**src/design/c2d_pkg.sv**
```systemverilog
// Shared types and constants of the clamp-to-edge 2D convolution block.
package c2d_pkg;

	localparam int MAX_WIDTH_DEF   = 1024;
	localparam int MAX_KERNEL_DEF  = 5;
	localparam int SAMPLE_BITS_DEF = 16;
	localparam int COEF_BITS_DEF   = 16;
	localparam int ACC_BITS_DEF    = 40;

	localparam int FIFO_DEPTH = 16;

	localparam logic [1:0] REQ_COEF   = 2'd0;
	localparam logic [1:0] REQ_SAMPLE = 2'd1;
	localparam logic [1:0] REQ_FLUSH  = 2'd2;
	localparam logic [1:0] REQ_NONE   = 2'd3;

	localparam logic [2:0] CFG_WIDTH  = 3'd0;
	localparam logic [2:0] CFG_HEIGHT = 3'd1;
	localparam logic [2:0] CFG_KROWS  = 3'd2;
	localparam logic [2:0] CFG_KCOLS  = 3'd3;
	localparam logic [2:0] CFG_FRAC   = 3'd4;

	localparam logic [10:0] RST_WIDTH  = 11'd1024;
	localparam logic [15:0] RST_HEIGHT = 16'd1024;
	localparam logic [2:0]  RST_KROWS  = 3'd3;
	localparam logic [2:0]  RST_KCOLS  = 3'd3;
	localparam logic [3:0]  RST_FRAC   = 4'd8;

	typedef struct packed {
		logic        vld;
		logic        last;
		logic [15:0] row;
		logic [9:0]  col;
	} meta_t;

	typedef struct packed {
		logic        last;
		logic        sat;
		logic [15:0] value;
		logic [9:0]  col;
		logic [15:0] row;
	} res_t;

	typedef struct packed {
		logic shift;
		logic load_all;
		logic en;
	} cell_ctl_t;

endpackage

```
**src/design/c2d_cell.sv**
```systemverilog
// Window cell: holds one column of taps, shifts from its neighbor, gives a column partial sum.
module c2d_cell #(
	parameter int K  = 5,
	parameter int SB = 16,
	parameter int CB = 16,
	parameter int AB = 40
) (
	input  logic                clk,
	input  c2d_pkg::cell_ctl_t  ctl,
	input  logic [SB-1:0]       new_col [K],
	input  logic [SB-1:0]       nb_col [K],
	input  logic [CB-1:0]       coef [K],
	input  logic [K-1:0]        row_en,
	output logic [SB-1:0]       col_q [K],
	output logic [AB-1:0]       psum_s4
);

	logic signed [SB+CB-1:0] prod [K];
	logic [AB-1:0]           prod_s3 [K];
	logic [AB-1:0]           sum_c;

	always_comb begin
		for (int i = 0; i < K; i++) begin
			prod[i] = $signed(col_q[i]) * $signed(coef[i]);
		end
	end

	always_comb begin
		sum_c = '0;
		for (int i = 0; i < K; i++) begin
			sum_c = sum_c + prod_s3[i];
		end
	end

	always_ff @(posedge clk) begin
		for (int i = 0; i < K; i++) begin
			if (ctl.shift) begin
				col_q[i] <= ctl.load_all ? new_col[i] : nb_col[i];
			end
			prod_s3[i] <= (ctl.en && row_en[i]) ? AB'(prod[i]) : '0;
		end
		psum_s4 <= sum_c;
	end

endmodule

```
**config.mk**
```make
export PLATFORM = sky130hd
export DESIGN_NAME = c2d_cell
export DESIGN_NICKNAME = d
export VERILOG_FILES = /design/src/design/c2d_pkg.sv /design/src/design/c2d_cell.sv
export SDC_FILE = /design/constraint.sdc
export NUM_CORES = 2
export LEC_CHECK = 0
export ABC_CLOCK_PERIOD_IN_PS = 5900
export BUFFER_PORTS_ARGS = -buffer_cell sky130_fd_sc_hd__buf_2
export CORE_MARGIN = 2
export CORE_UTILIZATION = 45
export DETAILED_ROUTE_END_ITERATION = 7
export SETUP_SLACK_MARGIN = 0.05
export SLEW_MARGIN = 0
export SYNTH_ARGS = -nofsm -noshare
export SYNTH_HDL_FRONTEND = slang
export SYNTH_SLANG_ARGS = --single-unit
```
**constraint.sdc**
```tcl
create_clock -name clk -period 5.9 [get_ports clk]
set_input_delay 0.295 -clock clk [delete_from_list [all_inputs] [get_ports clk]]
set_output_delay 0.295 -clock clk [all_outputs]
set_load 0.005 [all_outputs]
```
==> impl_metrics.py <==
metrics = {
    "placed_design": {
        "io_buffers": 368,
        "placed_cell_area_sq_um": 68200,
        "place.gp.congestion": 0.920,
        "post-dp-hpwl_mm": 139,
    },
    "run": {
        "max_cap_viol_count": 0,
    },
    "critical_path": {
        "r2r-start": "col_q[39]$_DFFE_PP_",
        "worst-path-max-fanout": 7,
        "startpoint": "col_q[39]$_DFFE_PP_",
        "crit_type": "register to register",
        "cp.arrival_ns": 6.48,
        "crit_path_start_kind": "register",
        "r2r-end": "prod_s3[0][110]$_SDFF_PN0_",
        "required_ns": 6.41,
        "r2r_slack_ns": -0.07,
        "cp-end-kind": "register",
        "crit_end": "prod_s3[0][110]$_SDFF_PN0_",
        "r2r_cells": 20,
    },
    "route": {
        "wl_per_cell_um": 18.1,
        "vias_per_cell": 4.98,
        "drt_wl_total_mm": 164,
        "drtIter0Drc": 2245,
        "firstDrtPassIters": 6,
        "route.detailed.drc": 0,
        "route.vias.total": 45200,
        "drtAntennaViolNets": 0,
    },
    "synthesis": {
        "yosysUniqueCellTypes": 78,
        "async_flop_share": 0,
        "synth_edf_count": 80,
        "yosysWarnings": 0,
        "synth_seq_area_share": 0.106,
        "synth_nets": 8304,
        "synth_ff_type": "dfxtp_1",
        "syn_inst": 6201,
        "syn_area_per_cell_sq_um": 9.72,
        "yosys_register_bits": 280,
        "syn_area_sq_um": 60300,
    },
    "clock_network": {
        "clock_path_buffers": 3,
        "clk_pin_slew_worst_paths_ns": 0.07,
        "clk_latency_ns": 0.63,
        "cts-root-buf": "clkbuf_16",
        "tritoncts": "built",
        "cts_made_buffers": 43,
        "cts-htree-levels": 2,
        "numClockSinks": 280,
    },
    "timing": {
        "period_share": 1.01,
        "fin_worst_skew_ns": 0.0282,
        "setup_ws_ns": -0.0694,
        "tightest_slew_ns": 1.17,
        "finalSetupViolations": 3,
        "rsz0062_at_grt": "yes",
        "relSlewSlack": 0.221,
        "finalMaxSlewViolations": 0,
        "fmax_mhz": 168,
        "hold_violations": 0,
        "min_period_ns": 5.97,
    },
    "worst_hold_path": {
        "min_path_type": "input port to register",
    },
    "global_route": {
        "grtUsageMet2": 0.419,
        "grt_max_degree": 46,
        "grtUsageMet1": 0.339,
        "grt_util_met3": 0.0285,
        "first_global_vias": 49600,
        "grt_overflow": 0,
        "grt_usage": 0.247,
        "antenna_found_initial": 19,
        "grt_pass1_wl_mm": 266,
        "busiest_layer": "met2",
    },
    "floorplan": {
        "dieWidth_um": 370,
        "die_h_um": 370,
        "start_util": 0.453,
        "num_io_pins": 369,
        "core_sq_um": 133000,
        "row_count": 134,
        "dieArea_sq_um": 137000,
    },
    "layout": {
        "layout-drive-gt1-share": 0.230,
        "fin_area_sq_um": 74600,
        "fin_nets": 9369,
        "area_delta_synth_final_pct": 23.8,
    },
    "status": {
        "violations": "setup timing",
        "status": "finished, violations left",
    },
}
## synth_stat cells, types with 6 or more instances
cell type,count,area (sq um)
a211oi_1,16,120
a21o_1,64,480
a21oi_1,131,656
a31o_2,6,52.6
a31oi_1,14,87.6
and2_1,619,3870
and3_1,34,213
clkbuf_1,187,702
dfxtp_1,200,4000
edfxtp_1,80,2400
fa_1,1408,28200
ha_1,446,5580
inv_1,1436,5390
mux2_2,80,901
nand2_1,666,2500
nand2b_1,42,263
nand3_1,25,125
nand4_1,13,81.3
nor2_1,246,923
nor2b_1,11,68.8
nor3_1,42,210
o211ai_1,6,45.0
o21a_1,29,218
o21ai_0,64,320
o21ai_1,10,50.1
o21bai_1,16,120
o22ai_1,6,37.5
o31a_1,7,61.3
o31ai_1,7,52.6
or3_1,11,68.8
xnor2_1,125,1090
xor2_1,72,631
## placed cells by master (no fill, tap or decap), types with 14 or more instances in the layout
| cell type | synthesis | layout |
|---|---|---|
| nand2b_1 | 42 | 42 |
| a21oi_1 | 131 | 84 |
| nand2_1 | 666 | 638 |
| and2_4 | 0 | 57 |
| o21ai_1 | 10 | 14 |
| buf_6 | 0 | 86 |
| inv_2 | 1 | 50 |
| o21a_1 | 29 | 28 |
| o21ai_0 | 64 | 44 |
| fa_2 | 0 | 66 |
| fa_1 | 1408 | 1342 |
| ha_1 | 446 | 383 |
| clkbuf_16 | 0 | 44 |
| xor2_1 | 72 | 66 |
| a21oi_2 | 1 | 42 |
| nand3_1 | 25 | 17 |
| a21o_1 | 64 | 63 |
| buf_2 | 0 | 366 |
| nor2_1 | 246 | 232 |
| buf_12 | 0 | 19 |
| dlygate4sd3_1 | 0 | 143 |
| and3_1 | 34 | 29 |
| ha_4 | 0 | 52 |
| dfxtp_1 | 200 | 200 |
| nor3_1 | 42 | 31 |
| edfxtp_1 | 80 | 80 |
| inv_1 | 1436 | 1387 |
| xnor2_1 | 125 | 118 |
| buf_4 | 0 | 591 |
| mux2_2 | 80 | 80 |
| o21bai_1 | 16 | 14 |
| nand2_2 | 0 | 23 |
| and2_1 | 619 | 562 |
## flip-flops by register name (all words and copies together), names as in the netlist
signal and flops:
psum_s4 40, col_q 80, prod_s3 160
## worst min-delay path by stage
stage / startpoint / to / slack [ns] / depth (start not counted)
floorplan: ctl[2] / col_q[0]$_DFFE_PP_ / 0.41 / 0
global placement: row_en[3] / prod_s3[0][124]$_SDFF_PN0_ / 0.58 / 2
detailed placement: row_en[3] / prod_s3[0][123]$_SDFF_PN0_ / 0.58 / 2
CTS: nb_col[35] / col_q[35]$_DFFE_PP_ / 0.00002 / 2
global route: new_col[35] / col_q[35]$_DFFE_PP_ / 0.02 / 2
finish: nb_col[35] / col_q[35]$_DFFE_PP_ / 0.03 / 2
## through the flow
step | std cells | hold WS, ns | utilization | TNS, ns | setup slack, ns
detailed placement | 8719 | 0.582 | 0.512 | -4.01 | -0.260
global route | 9069 | 0.0202 | 0.561 | -5.70 | -0.252
global placement | 8719 | 0.578 | 0.512 | -2.40 | -0.207
CTS | 9012 | 0.0000172 | 0.545 | -0.186 | -0.0535
floorplan | 6201 | 0.407 | - | 0 | 0.0522
finish | 9070 | 0.0260 | 0.561 | -0.0832 | -0.0694
## logic make-up (layout without fill, tap and decap cells)
family,Yosys count,in the layout,share of synthesized area
adder cells (fa/ha/maj),1854,1854,0.560
AND/OR/NAND/NOR,1732,1732,0.141
buffers and inverters,1625,2721,0.101
AO/OA/AOI/OAI,432,432,0.0475
flip-flops,280,280,0.106
XOR/XNOR,197,197,0.0286
multiplexers,81,81,0.0151
other,0,5,0
## routing by layer
metal	up-vias	part of all wire
li1	20600	-
met1	23300	0.43
met2	1075	0.49
met3	243	0.051
met4	4	0.026
met5	-	0.00015
## final cells by class
class / count / area, sq um
Inverter: 1437 / 5390
Fill cell: 11800 / 58500
Timing Repair Buffer: 1208 / 9090
Antenna cell: 5 / 12.5
Clock inverter: 25 / 308
Sequential cell: 280 / 6410
Clock buffer: 51 / 1150
Tap cell: 1768 / 2210
Multi-Input combinational cell: 4296 / 50100
## what timing repair did
action | CTS | global route
pin swaps | 184 | 263
endpoints found under the hold margin | 80 | 0
endpoints found under the setup margin | 60 | 81
hold buffers | 143 | 0
gates resized for setup | 205 | 389
setup buffers | 77 | 62
## worst max-delay path, cell delays in order, from the launching register on
cell and delay, ns:
edfxtp_1 0.53, and2_4 0.23, fa_1 0.52, inv_2 0.05
fa_2 0.48, fa_1 0.51, inv_2 0.04, fa_1 0.48
fa_1 0.53, inv_2 0.04, fa_1 0.49, inv_2 0.05
ha_4 0.27, inv_2 0.03, or3_4 0.40, o21ai_4 0.20
a41oi_2 0.17, o21a_4 0.26, o21ai_4 0.15, a21oi_1 0.08
or3_1 0.36
Power is not shown: default switching activity piles up to over one toggle a cycle in this logic, so the estimate is an artifact.
